$ cat config.mk
export PLATFORM = sky130hd
export DESIGN_NAME = dual_axis_deadband_actuator_ctrl_unit_flat
export DESIGN_NICKNAME = d
export VERILOG_FILES = /design/src/rtl/ddac_pkg.sv /design/src/rtl/ddac_if.sv /design/src/rtl/ddac_accum.sv /design/src/rtl/ddac_axis_cmp.sv /design/src/rtl/dual_axis_deadband_actuator_ctrl_unit.sv /design/src/flat_wrapper.sv
export SDC_FILE = /design/constraint.sdc
export NUM_CORES = 1
export LEC_CHECK = 0
export BUFFER_PORTS_ARGS = -buffer_cell sky130_fd_sc_hd__buf_2
export CAP_MARGIN = 5
export CORE_UTILIZATION = 60
export CTS_BUF_LIST = sky130_fd_sc_hd__clkbuf_4 sky130_fd_sc_hd__clkbuf_8
export CTS_CLUSTER_DIAMETER = 100
export CTS_CLUSTER_SIZE = 28
export DETAILED_ROUTE_END_ITERATION = 6
export PLACE_DENSITY = 0.87
export SYNTH_ARGS = -nofsm -noshare
export SYNTH_HDL_FRONTEND = slang
export SYNTH_SLANG_ARGS = --single-unit
$ cat constraint.sdc
create_clock -name clk_i -period 6.7 [get_ports clk_i]
set_clock_uncertainty 0.1 [all_clocks]
set_input_delay 0.67 -clock clk_i [delete_from_list [all_inputs] [get_ports clk_i]]
set_output_delay 0.67 -clock clk_i [all_outputs]
set_load 0.01 [all_outputs]
$ cat src/rtl/ddac_pkg.sv
// ----------------------------------------------------------------------------
// ddac_pkg
// Shared constants, types and codes of the dual-axis deadband controller.
// ----------------------------------------------------------------------------
package ddac_pkg;

  // Samples averaged per block and width of one converter sample.
  localparam int unsigned FilterTaps = 8;
  localparam int unsigned SampleBits = 12;

  // Width of the configuration registers and of the reported averages.
  localparam int unsigned RegBits = 12;

  // Running and held sums; also wide enough for a setpoint scaled by FilterTaps.
  localparam int unsigned SumBits =
      $clog2(FilterTaps * ((2 ** SampleBits) - 1) + 1) >
      $clog2(FilterTaps * ((2 ** RegBits) - 1) + 1)
      ? $clog2(FilterTaps * ((2 ** SampleBits) - 1) + 1)
      : $clog2(FilterTaps * ((2 ** RegBits) - 1) + 1);

  // Sample counter holds 0..FilterTaps.
  localparam int unsigned CountBits = $clog2(FilterTaps + 1);

  // Configuration port.
  localparam int unsigned CfgIdxBits  = 2;
  localparam int unsigned CfgDataBits = RegBits;

  localparam logic [CfgIdxBits-1:0] CfgSetpointAxis1 = 2'd0;
  localparam logic [CfgIdxBits-1:0] CfgSetpointAxis2 = 2'd1;
  localparam logic [CfgIdxBits-1:0] CfgDeadband      = 2'd2;

  localparam logic [RegBits-1:0] SetpointAxis1Rst = 12'd2350;
  localparam logic [RegBits-1:0] SetpointAxis2Rst = 12'd2300;
  localparam logic [RegBits-1:0] DeadbandRst      = 12'd20;

  typedef enum logic [1:0] {
    DriveHold    = 2'd0,
    DriveExtend  = 2'd1,
    DriveRetract = 2'd2
  } drive_e;

  // Status of the block averager as seen by the control stage.
  typedef struct packed {
    logic [SumBits-1:0] held_sum_axis1;
    logic [SumBits-1:0] held_sum_axis2;
    logic               block_full;
  } acc_status_t;

endpackage

$ cat src/rtl/ddac_if.sv
// ----------------------------------------------------------------------------
// ddac_in_if / ddac_out_if
// Valid/ready channels carrying sample items in and drive results out.
// ----------------------------------------------------------------------------
interface ddac_in_if;
  logic                             valid;
  logic                             ready;
  logic [ddac_pkg::SampleBits-1:0]  sample_axis1;
  logic [ddac_pkg::SampleBits-1:0]  sample_axis2;
  logic                             mode_active;

  modport source (output valid, output sample_axis1, output sample_axis2,
                  output mode_active, input ready);
  modport sink   (input valid, input sample_axis1, input sample_axis2,
                  input mode_active, output ready);
endinterface

interface ddac_out_if;
  logic                          valid;
  logic                          ready;
  logic [1:0]                    drive_axis1;
  logic [1:0]                    drive_axis2;
  logic [ddac_pkg::RegBits-1:0]  average_axis1;
  logic [ddac_pkg::RegBits-1:0]  average_axis2;
  logic                          average_updated;

  modport source (output valid, output drive_axis1, output drive_axis2,
                  output average_axis1, output average_axis2,
                  output average_updated, input ready);
  modport sink   (input valid, input drive_axis1, input drive_axis2,
                  input average_axis1, input average_axis2,
                  input average_updated, output ready);
endinterface

$ cat src/rtl/ddac_accum.sv
// ----------------------------------------------------------------------------
// ddac_accum
// Block averager: sums samples per axis and latches completed block sums.
// ----------------------------------------------------------------------------
module ddac_accum (
  input  logic                            clk_i,
  input  logic                            rst_ni,
  input  logic                            step_i,
  input  logic [ddac_pkg::SampleBits-1:0] sample_axis1_i,
  input  logic [ddac_pkg::SampleBits-1:0] sample_axis2_i,
  output ddac_pkg::acc_status_t           status_o
);
  import ddac_pkg::*;

  logic [SumBits-1:0]   run1_q, run1_d;
  logic [SumBits-1:0]   run2_q, run2_d;
  logic [SumBits-1:0]   held1_q, held1_d;
  logic [SumBits-1:0]   held2_q, held2_d;
  logic [CountBits-1:0] count_q, count_d;
  logic                 full;

  assign full = (count_q == CountBits'(FilterTaps));

  // On the tick after a full block the sums are latched and this tick's
  // samples are dropped.
  always_comb begin
    run1_d  = run1_q;
    run2_d  = run2_q;
    held1_d = held1_q;
    held2_d = held2_q;
    count_d = count_q;
    if (step_i) begin
      if (full) begin
        held1_d = run1_q;
        held2_d = run2_q;
        run1_d  = '0;
        run2_d  = '0;
        count_d = '0;
      end else begin
        run1_d  = run1_q + SumBits'(sample_axis1_i);
        run2_d  = run2_q + SumBits'(sample_axis2_i);
        count_d = count_q + CountBits'(1);
      end
    end
  end

  always_ff @(posedge clk_i or negedge rst_ni) begin
    if (!rst_ni) begin
      run1_q  <= '0;
      run2_q  <= '0;
      held1_q <= '0;
      held2_q <= '0;
      count_q <= '0;
    end else begin
      run1_q  <= run1_d;
      run2_q  <= run2_d;
      held1_q <= held1_d;
      held2_q <= held2_d;
      count_q <= count_d;
    end
  end

  assign status_o.held_sum_axis1 = held1_q;
  assign status_o.held_sum_axis2 = held2_q;
  assign status_o.block_full     = full;

endmodule

$ cat src/rtl/ddac_axis_cmp.sv
// ----------------------------------------------------------------------------
// ddac_axis_cmp
// Per-axis bang-bang decision with deadband against the held block sum.
// ----------------------------------------------------------------------------
module ddac_axis_cmp (
  input  logic [ddac_pkg::RegBits-1:0] setpoint_i,
  input  logic [ddac_pkg::RegBits-1:0] deadband_i,
  input  logic [ddac_pkg::SumBits-1:0] held_sum_i,
  input  logic                         active_i,
  output ddac_pkg::drive_e             drive_o
);
  import ddac_pkg::*;

  logic [SumBits-1:0] target;
  logic [SumBits-1:0] band;
  logic [SumBits-1:0] err;
  logic               above;

  // Scaling by the tap count keeps the comparison exact without a divide.
  assign target = SumBits'(setpoint_i) * SumBits'(FilterTaps);
  assign band   = SumBits'(deadband_i) * SumBits'(FilterTaps);
  assign above  = target > held_sum_i;
  assign err    = above ? (target - held_sum_i) : (held_sum_i - target);

  always_comb begin
    drive_o = DriveHold;
    if (active_i && (err > band)) begin
      drive_o = above ? DriveExtend : DriveRetract;
    end
  end

endmodule

$ cat src/rtl/dual_axis_deadband_actuator_ctrl_unit.sv
// ----------------------------------------------------------------------------
// dual_axis_deadband_actuator_ctrl_unit
// Two-axis bang-bang position controller with block averaging and deadband.
// ----------------------------------------------------------------------------
// Usage: every control tick, send one transaction on in_chan with a position
// sample per axis and the mode flag. Each input transaction yields exactly one
// output transaction on out_chan with the two drive commands (hold, extend,
// retract), the last completed block averages and a flag marking the tick on
// which a new block average was latched.
// The input stage holds the block averager update and the captured mode flag;
// the output register then holds the drive decisions. Throughput is one
// transaction per cycle while out_chan.ready is high; the critical path is
// the setpoint scaling, the error subtract and the deadband compare.
// Setpoints and deadband must be written via cfg only while no transaction is
// in flight; the block does not enforce this. Reset restores the default
// setpoints and deadband, clears all sums and the sample count, and empties
// both stages. When the receiver stalls, the result stays in the output
// register, one more item may sit in the input stage, and then in_chan.ready
// drops until the output transaction completes.
// ----------------------------------------------------------------------------
module dual_axis_deadband_actuator_ctrl_unit (
  input  logic                             clk_i,
  input  logic                             rst_ni,
  input  logic                             cfg_we_i,
  input  logic [ddac_pkg::CfgIdxBits-1:0]  cfg_idx_i,
  input  logic [ddac_pkg::CfgDataBits-1:0] cfg_data_i,
  ddac_in_if.sink                          in_chan,
  ddac_out_if.source                       out_chan
);
  import ddac_pkg::*;

  // Configuration registers.
  logic [RegBits-1:0] setpoint1_q;
  logic [RegBits-1:0] setpoint2_q;
  logic [RegBits-1:0] deadband_q;

  always_ff @(posedge clk_i or negedge rst_ni) begin
    if (!rst_ni) begin
      setpoint1_q <= SetpointAxis1Rst;
      setpoint2_q <= SetpointAxis2Rst;
      deadband_q  <= DeadbandRst;
    end else if (cfg_we_i) begin
      unique case (cfg_idx_i)
        CfgSetpointAxis1: setpoint1_q <= cfg_data_i;
        CfgSetpointAxis2: setpoint2_q <= cfg_data_i;
        CfgDeadband:      deadband_q  <= cfg_data_i;
        default: ;
      endcase
    end
  end

  // Handshake. The input stage advances whenever it is empty or the output register
  // is free or is being emptied this cycle.
  logic s1_valid_q;
  logic s1_mode_q;
  logic s1_upd_q;
  logic out_free;
  logic s1_free;
  logic in_take;

  assign out_free     = !out_chan.valid || out_chan.ready;
  assign s1_free      = !s1_valid_q || out_free;
  assign in_chan.ready = s1_free;
  assign in_take      = in_chan.valid && s1_free;

  // Block averager; its held sums belong to the item in the input stage.
  acc_status_t acc_status;

  ddac_accum u_accum (
    .clk_i          (clk_i),
    .rst_ni         (rst_ni),
    .step_i         (in_take),
    .sample_axis1_i (in_chan.sample_axis1),
    .sample_axis2_i (in_chan.sample_axis2),
    .status_o       (acc_status)
  );

  always_ff @(posedge clk_i or negedge rst_ni) begin
    if (!rst_ni) begin
      s1_valid_q <= 1'b0;
    end else if (s1_free) begin
      s1_valid_q <= in_chan.valid;
    end
  end

  always_ff @(posedge clk_i) begin
    if (in_take) begin
      s1_mode_q <= in_chan.mode_active;
      s1_upd_q  <= acc_status.block_full;
    end
  end

  // Drive decisions for both axes.
  drive_e drive1;
  drive_e drive2;

  ddac_axis_cmp u_cmp_axis1 (
    .setpoint_i (setpoint1_q),
    .deadband_i (deadband_q),
    .held_sum_i (acc_status.held_sum_axis1),
    .active_i   (s1_mode_q),
    .drive_o    (drive1)
  );

  ddac_axis_cmp u_cmp_axis2 (
    .setpoint_i (setpoint2_q),
    .deadband_i (deadband_q),
    .held_sum_i (acc_status.held_sum_axis2),
    .active_i   (s1_mode_q),
    .drive_o    (drive2)
  );

  // Block averages; the divide by the tap count is a constant divide.
  logic [SumBits-1:0] avg1_full;
  logic [SumBits-1:0] avg2_full;

  assign avg1_full = acc_status.held_sum_axis1 / SumBits'(FilterTaps);
  assign avg2_full = acc_status.held_sum_axis2 / SumBits'(FilterTaps);

  // Result register.
  logic               out_valid_q;
  drive_e             drive1_q;
  drive_e             drive2_q;
  logic [RegBits-1:0] avg1_q;
  logic [RegBits-1:0] avg2_q;
  logic               upd_q;
  logic               s1_move;

  assign s1_move = s1_valid_q && out_free;

  always_ff @(posedge clk_i or negedge rst_ni) begin
    if (!rst_ni) begin
      out_valid_q <= 1'b0;
    end else if (out_free) begin
      out_valid_q <= s1_valid_q;
    end
  end

  always_ff @(posedge clk_i) begin
    if (s1_move) begin
      drive1_q <= drive1;
      drive2_q <= drive2;
      avg1_q   <= avg1_full[RegBits-1:0];
      avg2_q   <= avg2_full[RegBits-1:0];
      upd_q    <= s1_upd_q;
    end
  end

  assign out_chan.valid           = out_valid_q;
  assign out_chan.drive_axis1     = drive1_q;
  assign out_chan.drive_axis2     = drive2_q;
  assign out_chan.average_axis1   = avg1_q;
  assign out_chan.average_axis2   = avg2_q;
  assign out_chan.average_updated = upd_q;

endmodule
$ cat src/flat_wrapper.sv
// flat-port wrapper written by rule: the top's interface ports become plain ports
module dual_axis_deadband_actuator_ctrl_unit_flat import ddac_pkg::*;
  (clk_i, rst_ni, cfg_we_i, cfg_idx_i, cfg_data_i, in_chan_valid, in_chan_sample_axis1, in_chan_sample_axis2, in_chan_mode_active, in_chan_ready, out_chan_valid, out_chan_drive_axis1, out_chan_drive_axis2, out_chan_average_axis1, out_chan_average_axis2, out_chan_average_updated, out_chan_ready);
  ddac_in_if in_chan_i ();
  ddac_out_if out_chan_i ();
  input  logic clk_i;
  input  logic rst_ni;
  input  logic cfg_we_i;
  input  logic [ddac_pkg::CfgIdxBits-1:0] cfg_idx_i;
  input  logic [ddac_pkg::CfgDataBits-1:0] cfg_data_i;
  input wire logic [$bits(in_chan_i.valid)-1:0] in_chan_valid;
  input wire logic [$bits(in_chan_i.sample_axis1)-1:0] in_chan_sample_axis1;
  input wire logic [$bits(in_chan_i.sample_axis2)-1:0] in_chan_sample_axis2;
  input wire logic [$bits(in_chan_i.mode_active)-1:0] in_chan_mode_active;
  output wire logic [$bits(in_chan_i.ready)-1:0] in_chan_ready;
  output wire logic [$bits(out_chan_i.valid)-1:0] out_chan_valid;
  output wire logic [$bits(out_chan_i.drive_axis1)-1:0] out_chan_drive_axis1;
  output wire logic [$bits(out_chan_i.drive_axis2)-1:0] out_chan_drive_axis2;
  output wire logic [$bits(out_chan_i.average_axis1)-1:0] out_chan_average_axis1;
  output wire logic [$bits(out_chan_i.average_axis2)-1:0] out_chan_average_axis2;
  output wire logic [$bits(out_chan_i.average_updated)-1:0] out_chan_average_updated;
  input wire logic [$bits(out_chan_i.ready)-1:0] out_chan_ready;
  assign in_chan_i.valid = in_chan_valid;
  assign in_chan_i.sample_axis1 = in_chan_sample_axis1;
  assign in_chan_i.sample_axis2 = in_chan_sample_axis2;
  assign in_chan_i.mode_active = in_chan_mode_active;
  assign in_chan_ready = in_chan_i.ready;
  assign out_chan_valid = out_chan_i.valid;
  assign out_chan_drive_axis1 = out_chan_i.drive_axis1;
  assign out_chan_drive_axis2 = out_chan_i.drive_axis2;
  assign out_chan_average_axis1 = out_chan_i.average_axis1;
  assign out_chan_average_axis2 = out_chan_i.average_axis2;
  assign out_chan_average_updated = out_chan_i.average_updated;
  assign out_chan_i.ready = out_chan_ready;
  dual_axis_deadband_actuator_ctrl_unit u_core (.clk_i(clk_i), .rst_ni(rst_ni), .cfg_we_i(cfg_we_i), .cfg_idx_i(cfg_idx_i), .cfg_data_i(cfg_data_i), .in_chan(in_chan_i), .out_chan(out_chan_i));
endmodule
==> reports/qor.yml, run 1 <==
synthesis:
  synth-main-ff-cell: "dfrtp_1"
  synth_top_area_cell: "dfrtp_1"
  synth_area_per_cell_um2: 10.3
  synth_nets: 988
  synth_edf_count: 31
  netlist_area_um2: 8660
  ys_seq_elements: 133
  synth_cell_types: 64
  synthTopCellsByArea: "dfrtp_1 25%, ha_1 14%, edfxtp_1 11%"
  yosysWarnings: 0
  async_flop_share: 0.767
  synth.top_cell.area_share: 0.251
  netlist_instances: 844
  synth_seq_area_share: 0.404
floorplanning:
  rows: 43
  start_util: 0.619
  die_area_um2: 14900
  io_pins: 75
  design.core.area_um2: 14000
  die_h_um: 122
  die_w_um: 122
placement:
  routabilityCongestion: 0.896
  dp_hpwl_um: 14500
  place_area_um2: 9200
  pre_cts_ws_ns: 1.99
  io_buffers: 74
sta:
  hold_violations: 0
  relSlewSlack: 0.428
  timing.final.ws_setup_ns: 1.93
  fmax_mhz: 209
  setup-tns-final_ns: 0
  worst_slew_pin_slew_ns: 0.858
  setup_viol_count_final: 0
  layout_min_cycle_time_ns: 4.77
  finalCritPeriodShare: 0.713
  slew_violations: 0
  grt_setup_unrepaired: "false"
worst_setup_path:
  critPathMaxStageDelay_ns: 0.56
  worst-path-buf-inv: 1
  cp-startpoint: "u_core.u_accum.held2_q[3]"
  path_max_fanout: 14
  cp.required_ns: 6.79
  crit_family: "compound AO/OA/AOI/OAI gates"
  r2r-start: "u_core.u_accum.held2_q[3]"
  start_kind: "register"
  worstSetupPathType: "reg -> reg"
  crit_arrival_ns: 4.86
  endpoint_kind: "register"
  path_cells: "inv_1, ha_1, or4b_1, a211oi_2, a22oi_1, nand2_1, o21a_1, mux2i_1, xnor2_1, ha_1, a21o_1, a21oi_1, nor2b_1, a2111oi_0, a211o_1, a31oi_1, nor2b_1"
  cp_slowest_cell: "o21a_1"
power:
  leakage_uw: 0.00458
  p_comb_frac: 0.575
  cellInternalPower_uw: 2760
  vdd_drop_max_mv: 0.307
  p_seq_frac: 0.281
  clkPwrFrac: 0.144
  netSwitchingFraction: 0.430
  powerDensity_nw_per_um2: 504
  p_sw_uw: 2080
drt:
  viasPerCell: 5.94
  drtIter0Drc: 364
  ant_nets: 0
  vias: 6608
  first_pass_iters: 5
  drc: 0
  wl_per_cell_um: 17.7
  drt-total-wl_um: 19700
clocking:
  clk_latency_ns: 0.46
  clk_pin_slew_ns: 0.08
  h-tree-depth: 4
  ctsRootBufferMaster: "clkbuf_8"
  cts_setup_buffers: 0
  cts_hold_buf: 0
  numCtsBuffers: 17
  cts_tree: "done"
  clkSinkCount: 133
  clockBufferDepth: 2
  cts_resized: 0
cells_and_area:
  postLayoutCellArea_um2: 9600
  area_delta_synth_final_pct: 10.8
  fill_cells: 1071
  drive_gt1_frac: 0.204
  layout_common_cells: "96 x ha_1, 87 x dfrtp_1, 83 x inv_1"
  layout_commonest_cell: "ha_1"
  finish.utilization: 0.686
  num-nets-final: 1064
  antennaDiodeCount: 0
run:
  max_cap_violations: 0
grt:
  grt_antenna_before_repair: 0
  overflow: 0
  grt_max_degree: 68
  grt_pass1_wl_um: 31600
  grt_pass1_vias: 6451
  track_usage: 0.282
outcome:
  outcome: "finished clean"
min_path:
  hold_path_class: "in -> async"
-- worst paths after layout --
| kind | end | slack (ns) | cells past startpoint |
|---|---|---|---|
| worst max-delay path | u_core.out_chan.drive_axis2[1] | 1.93 | 17 |
| worst min-delay path | u_core.u_accum.held2_q[3] | 0.06 | 1 |
| worst max register to register | u_core.out_chan.drive_axis2[1] | 1.93 | 17 |
| worst min register to register | u_core.out_chan.average_updated | 0.32 | 0 |
| max in group asynchronous | u_core.setpoint1_q[10] | 5.21 | 2 |
| min in group clk_i | u_core.s1_mode_q | 0.30 | 1 |
-- cell usage after synthesis (all sizes together) (8+ instances only) --
cell,number
and2,9
a31oi,8
dfstp,15
nor2b,10
dfrtp,87
nand3,12
clkbuf,13
buf,9
o21ai,62
xor2,15
or3,8
nor2,24
edfxtp,31
mux2i,16
o21a,17
a21o,33
inv,83
xnor2,24
mux2,57
a21oi,45
nand2b,8
nor3,8
ha,96
nand2,63
-- per-layer routing --
metal  global-route usage  vias to the layer above  share of wire  routed length [um]
li1                     -                     3176              -                   -
met5                    0                        -              0                   0
met1                0.358                     3210           0.44                8650
met4                0.119                        0          0.022                 439
met2                0.465                      185           0.48                9470
met3               0.0613                       37          0.056                1090
-- registers in the layout, summed over array words and instances (netlist names), 2 cells and up --
| register | cells |
|---|---|
| u_core.u_accum.run2_q | 15 |
| u_core.out_chan.average_axis2 | 12 |
| u_core.deadband_q | 12 |
| u_core.u_accum.count_q | 4 |
| u_core.u_accum.held2_q | 15 |
| u_core.out_chan.drive_axis1 | 2 |
| u_core.setpoint1_q | 12 |
| u_core.out_chan.drive_axis2 | 2 |
| u_core.out_chan.average_axis1 | 12 |
| u_core.u_accum.held1_q | 15 |
| u_core.u_accum.run1_q | 15 |
| u_core.setpoint2_q | 12 |
-- power groups by stage --
stage	Clock (uW)	Combinational, uW	Sequential, uW
6_report	695	2780	1360
3_3_place_gp	0	2650	1350
5_1_grt	741	3110	1390
4_1_cts	705	2770	1350
3_5_place_dp	0	2740	1370
2_1_floorplan	0	2190	1300
-- cell type report --
type / instances / area [um^2] / share of cell area
timing repair buffer: 79 / 410 / 0.0428
tap: 180 / 225 / 0.0235
clock buffer: 19 / 255 / 0.0266
sequential: 133 / 3500 / 0.365
clock inverter: 13 / 146 / 0.0153
multi-input combinational: 606 / 4750 / 0.495
inverter: 83 / 312 / 0.0325
-- stage by stage --
| stage | total power [uW] | hold WS [ns] | instances |
|---|---|---|---|
| 2_1_floorplan | 3490 | 0.274 | 844 |
| 3_3_place_gp | 4000 | 0.304 | 1081 |
| 3_5_place_dp | 4100 | 0.320 | 1081 |
| 4_1_cts | 4830 | 0.0600 | 1113 |
| 5_1_grt | 5240 | 0.0871 | 1113 |
| 6_report | 4840 | 0.0595 | 1113 |
-- cell families after synthesis --
| group | count (synthesis) | synth area share |
|---|---|---|
| DFF | 133 | 0.404 |
| buffers and inverters | 105 | 0.0482 |
| adders and majority gates | 100 | 0.148 |
| xor gates and xnor gates | 39 | 0.0394 |
| and+or+nand+nor | 173 | 0.100 |
| muxes | 73 | 0.0926 |
| AOI/OAI and AO/OA | 221 | 0.167 |
(Power assumes the default switching activity.)
==> run 2: changes to the inputs <==
==> constraint.sdc (replaced) <==
create_clock -name clk_i -period 4.7 [get_ports clk_i]
set_clock_uncertainty 0.1 [all_clocks]
set_input_delay 0.47 -clock clk_i [delete_from_list [all_inputs] [get_ports clk_i]]
set_output_delay 0.47 -clock clk_i [all_outputs]
set_load 0.01 [all_outputs]
==> run 2 against run 1 <==
Against the previous run:
- combinational power is 46% higher
- hold slack got worse by 0.066 ns
- highest routed layer unchanged
- the run now ends with hold timing left
- critical path type unchanged
- largest cell class unchanged
- final cell count is 0.63% higher
==> reports/qor.yml, run 2 (synthesis gave the netlist of run 1 again) <==
clocking:
  cts_setup_buffers: 0
  clkSinkCount: 133
  h-tree-depth: 4
  clockBufferDepth: 2
  ctsRootBufferMaster: "clkbuf_8"
  cts_resized: 0
  cts_hold_buf: 0
  numCtsBuffers: 17
  clk_pin_slew_ns: 0.08
  cts_tree: "done"
  clk_latency_ns: 0.47
cells_and_area:
  antennaDiodeCount: 0
  fin_cells: 1120
  finish.utilization: 0.690
  num-nets-final: 1071
  layout_common_cells: "96 x ha_1, 87 x dfrtp_1, 83 x inv_1"
  fill_cells: 1068
  drive_gt1_frac: 0.210
  postLayoutCellArea_um2: 9650
  layout_commonest_cell: "ha_1"
  area_delta_synth_final_pct: 11.4
sta:
  setup_viol_count_final: 0
  slew_violations: 0
  finalCritPeriodShare: 0.947
  hold-worst-slack_ns: -0.00675
  hold_violations: 5
  layout_min_cycle_time_ns: 4.45
  relSlewSlack: 0.421
  setup-tns-final_ns: 0
  fmax_mhz: 225
  worst_slew_pin_slew_ns: 0.869
  grt_setup_unrepaired: "false"
worst_setup_path:
  cp-startpoint: "u_core.u_accum.held1_q[8]"
  worstSetupPathType: "reg -> reg"
  r2r-start: "u_core.u_accum.held1_q[8]"
  crit_arrival_ns: 4.57
  cp.required_ns: 4.82
  path_max_fanout: 11
  reg2reg_slack_ns: 0.25
  start_kind: "register"
  r2r_cells: 16
  r2r_end: "u_core.out_chan.drive_axis1[0]"
  endpoint_kind: "register"
floorplanning:
  rows: 43
  start_util: 0.619
  die_w_um: 122
  io_pins: 75
  die_area_um2: 14900
  die_h_um: 122
  design.core.area_um2: 14000
drt:
  vias: 6720
  drt-total-wl_um: 20100
  viasPerCell: 6.00
  ant_nets: 0
  wl_per_cell_um: 17.9
  drc: 0
  drtIter0Drc: 426
  first_pass_iters: 5
grt:
  grt_max_degree: 64
  overflow: 0
  grt_pass1_wl_um: 32400
  track_usage: 0.288
  grt_antenna_before_repair: 0
  grt_pass1_vias: 6612
placement:
  io_buffers: 74
  routabilityCongestion: 0.926
  dpl.cell_count: 1088
  place_area_um2: 9250
  dp_hpwl_um: 14800
power:
  powerDensity_nw_per_um2: 723
  leakage_uw: 0.00460
  vdd_drop_max_mv: 0.352
outcome:
  outcome: "finished, violations left"
  violations: "hold timing"
min_path:
  hold_path_class: "in -> async"
run:
  max_cap_violations: 0
==> run 2: metal layers <==
layer | global-route usage | vias up | routed length [um]
li1 | - | 3191 | -
met1 | 0.375 | 3279 | 8990
met2 | 0.463 | 201 | 9350
met3 | 0.0646 | 49 | 1190
met4 | 0.120 | 0 | 543
met5 | 0 | - | 0
==> run 2: worst max-delay path by stage <==
stage                                     end  cells past startpoint  slack, ns
3_3_place_gp   u_core.out_chan.drive_axis2[0]                     17       0.39
5_1_grt        u_core.out_chan.drive_axis1[0]                     17       0.05
3_5_place_dp   u_core.out_chan.drive_axis2[0]                     17       0.24
4_1_cts        u_core.out_chan.drive_axis2[0]                     17       0.23
2_1_floorplan  u_core.out_chan.drive_axis1[0]                     17       0.51
6_report       u_core.out_chan.drive_axis1[0]                     16       0.25
==> run 2: cell type report <==
cell class | count | area [um^2] | share of cell area
clock buffers | 19 | 249 | 0.0258
repair buffers | 86 | 463 | 0.0480
multi-input cells | 606 | 4750 | 0.492
flip-flops and latches | 133 | 3500 | 0.363
inverters | 83 | 312 | 0.0323
well taps | 180 | 225 | 0.0233
clock inverters | 13 | 148 | 0.0153
==> run 2: where the power goes <==
part           leakage (uW)  internal (uW)  switching [uW]
Combinational       0.00288           1880            2180
Sequential          0.00152           1600             334
Clock              0.000191            489             490
Total               0.00460           3970            3000
==> run 2: worst max-delay path, stage by stage (launching register included) <==
cell and delay [ns]:
dfrtp_1 0.40, inv_1 0.06, ha_1 0.43, a211o_1 0.36
a221o_1 0.39, a211o_1 0.32, a31oi_4 0.27, nor2_2 0.08
mux2_1 0.31, ha_1 0.28, nor2b_1 0.14, o21a_1 0.16
o21a_1 0.16, o21a_1 0.16, o21a_1 0.16, o31a_1 0.25
and2_1 0.16
==> run 2: stage by stage <==
stage	hold WS (ns)	power (uW)	setup slack, ns
6_report	-0.00675	6970	0.251
2_1_floorplan	0.0744	4970	0.505
4_1_cts	0.00973	6940	0.226
3_3_place_gp	0.303	5790	0.394
5_1_grt	0.0573	7560	0.0490
3_5_place_dp	0.317	5920	0.235
==> run 3: changes to the inputs <==
--- a/config.mk
+++ b/config.mk
@@ -5,14 +5,14 @@
 export SDC_FILE = /design/constraint.sdc
 export NUM_CORES = 1
 export LEC_CHECK = 0
-export BUFFER_PORTS_ARGS = -buffer_cell sky130_fd_sc_hd__buf_2
 export CAP_MARGIN = 5
 export CORE_UTILIZATION = 60
 export CTS_BUF_LIST = sky130_fd_sc_hd__clkbuf_4 sky130_fd_sc_hd__clkbuf_8
 export CTS_CLUSTER_DIAMETER = 100
 export CTS_CLUSTER_SIZE = 28
 export DETAILED_ROUTE_END_ITERATION = 6
-export PLACE_DENSITY = 0.87
+export DONT_BUFFER_PORTS = 1
+export PLACE_DENSITY = 0.83
 export SYNTH_ARGS = -nofsm -noshare
 export SYNTH_HDL_FRONTEND = slang
 export SYNTH_SLANG_ARGS = --single-unit
==> run 3 against run 2 <==
Against the previous run:
- the flow now finishes without violations
- global-route usage is 0.80 points lower
- first-iteration DRC count is 32% lower
- sequential cell count stayed put
==> reports/qor.yml, run 3 (synthesis gave the netlist of run 1 again) <==
cells_and_area:
  area_delta_synth_final_pct: 7.80
  layout_commonest_cell: "ha_1"
  antennaDiodeCount: 0
  num-nets-final: 998
  finish.utilization: 0.668
  fill_cells: 1088
  layout_common_cells: "96 x ha_1, 87 x dfrtp_1, 83 x inv_1"
  fin_cells: 1047
  drive_gt1_frac: 0.142
power:
  cellInternalPower_uw: 4000
  p_comb_frac: 0.569
  clkPwrFrac: 0.146
  p_seq_frac: 0.285
  finalPower_uw: 6950
  leakage_uw: 0.00434
  p_sw_uw: 2950
  netSwitchingFraction: 0.424
  vdd_drop_max_mv: 0.390
  powerDensity_nw_per_um2: 744
drt:
  drtIter0Drc: 290
  wl_met1_um: 9000
  ant_nets: 0
  wl_met3_um: 958
  viasPerCell: 5.90
  dr_wl_met2_um: 9020
  vias: 6174
  highest_layer: "met4"
  wl_per_cell_um: 18.5
  drt-total-wl_um: 19400
  drc: 0
  first_pass_iters: 4
grt:
  grt_max_degree: 103
  grt_pass1_wl_um: 31500
  grt_pass1_vias: 6256
  overflow: 0
  track_usage: 0.280
  grt_antenna_before_repair: 0
sta:
  fmax_mhz: 221
  finalCritPeriodShare: 0.965
  worst_slew_pin_slew_ns: 0.781
  hold_violations: 0
  setup-tns-final_ns: 0
  layout_min_cycle_time_ns: 4.53
  grt_setup_unrepaired: "false"
  hold-worst-slack_ns: 0.0197
  setup_viol_count_final: 0
  slew_violations: 0
  relSlewSlack: 0.477
worst_setup_path:
  endpoint_kind: "register"
  path_cells: "inv_1, ha_1, a211o_1, a221o_1, a211o_1, a31oi_4, nor2_2, mux2_1, ha_1, nor2b_1, o21a_1, o21a_1, o21a_1, o21a_1, o31a_1, and2_1"
  worst-path-buf-inv: 1
  crit_arrival_ns: 4.65
  worstSetupPathType: "reg -> reg"
  path_max_fanout: 11
  cp_common_cell: "o21a_1"
  critPathMaxStageDelay_ns: 0.43
  reg2reg_slack_ns: 0.17
  crit_family: "compound AO/OA/AOI/OAI gates"
  r2r-start: "u_core.u_accum.held1_q[8]"
  cp.required_ns: 4.82
  worst-path-stages: 16
  r2r_cells: 16
  r2r_end: "u_core.out_chan.drive_axis1[0]"
  cp_slowest_cell: "ha_1"
  start_kind: "register"
clocking:
  h-tree-depth: 4
  clockBufferDepth: 2
  cts_tree: "done"
  ctsRootBufferMaster: "clkbuf_8"
  cts_setup_buffers: 0
  numCtsBuffers: 17
  clk_pin_slew_ns: 0.08
  clkSinkCount: 133
  clk_latency_ns: 0.46
min_path:
  hp-start: "cfg_data_i[2]"
  hold_path_class: "in -> reg"
  min_to: "u_core.setpoint1_q[2]"
  hold_depth: 2
placement:
  dpl.cell_count: 1011
  io_buffers: 0
  routabilityCongestion: 0.907
  dp_hpwl_um: 14400
floorplanning:
  die_area_um2: 14900
  design.core.area_um2: 14000
  io_pins: 75
  die_h_um: 122
  die_w_um: 122
  start_util: 0.619
  rows: 43
outcome:
  outcome: "finished clean"
run:
  max_cap_violations: 0
-- run 3: timing repair --
item                                   in CTS  in global routing
setup endpoints to repair                   0                  2
gates resized for setup                     0                  3
endpoints found under the hold margin     104                  0
hold buffers                                4                  0
-- run 3: through the flow --
stage,setup slack (ns),area [um^2]
2_1_floorplan,0.505,8660
3_3_place_gp,0.298,8850
3_5_place_dp,0.212,8850
4_1_cts,0.171,9330
5_1_grt,0.0241,9340
6_report,0.167,9340
-- run 3: power groups by stage --
stage | Sequential (uW) | Clock [uW] | Combinational, uW
after detailed placement | 2000 | 0 | 3830
after global routing | 2020 | 1080 | 4440
after global placement | 1970 | 0 | 3730
after CTS | 1970 | 1030 | 3890
final | 1980 | 1020 | 3950
after floorplan | 1850 | 0 | 3120
-- run 3: layout make-up --
class	instances	area (um^2)	share of cell area
Sequential cell	133	3500	0.375
Clock buffer	20	269	0.0288
Multi-Input combinational cell	606	4760	0.509
Clock inverter	12	150	0.0161
Inverter	83	312	0.0334
Timing Repair Buffer	13	125	0.0134
Tap cell	180	225	0.0241
-- run 3: worst max path at each step --
| stage | to | start | slack, ns |
|---|---|---|---|
| 6_report | u_core.out_chan.drive_axis1[0] | u_core.u_accum.held1_q[8] | 0.17 |
| 4_1_cts | u_core.out_chan.drive_axis2[0] | u_core.u_accum.held2_q[3] | 0.17 |
| 3_3_place_gp | u_core.out_chan.drive_axis1[0] | u_core.setpoint1_q[5] | 0.30 |
| 2_1_floorplan | u_core.out_chan.drive_axis1[0] | u_core.setpoint1_q[5] | 0.51 |
| 5_1_grt | u_core.out_chan.drive_axis1[1] | u_core.u_accum.held1_q[8] | 0.02 |
| 3_5_place_dp | u_core.out_chan.drive_axis1[0] | u_core.u_accum.held1_q[8] | 0.21 |
-- run 3: per-layer routing --
layer  global-route usage  vias to the layer above
li1                     -                     3036
met2                0.441                      152
met3               0.0618                       28
met4                0.114                        0
met1                0.374                     2958
met5                    0                        -
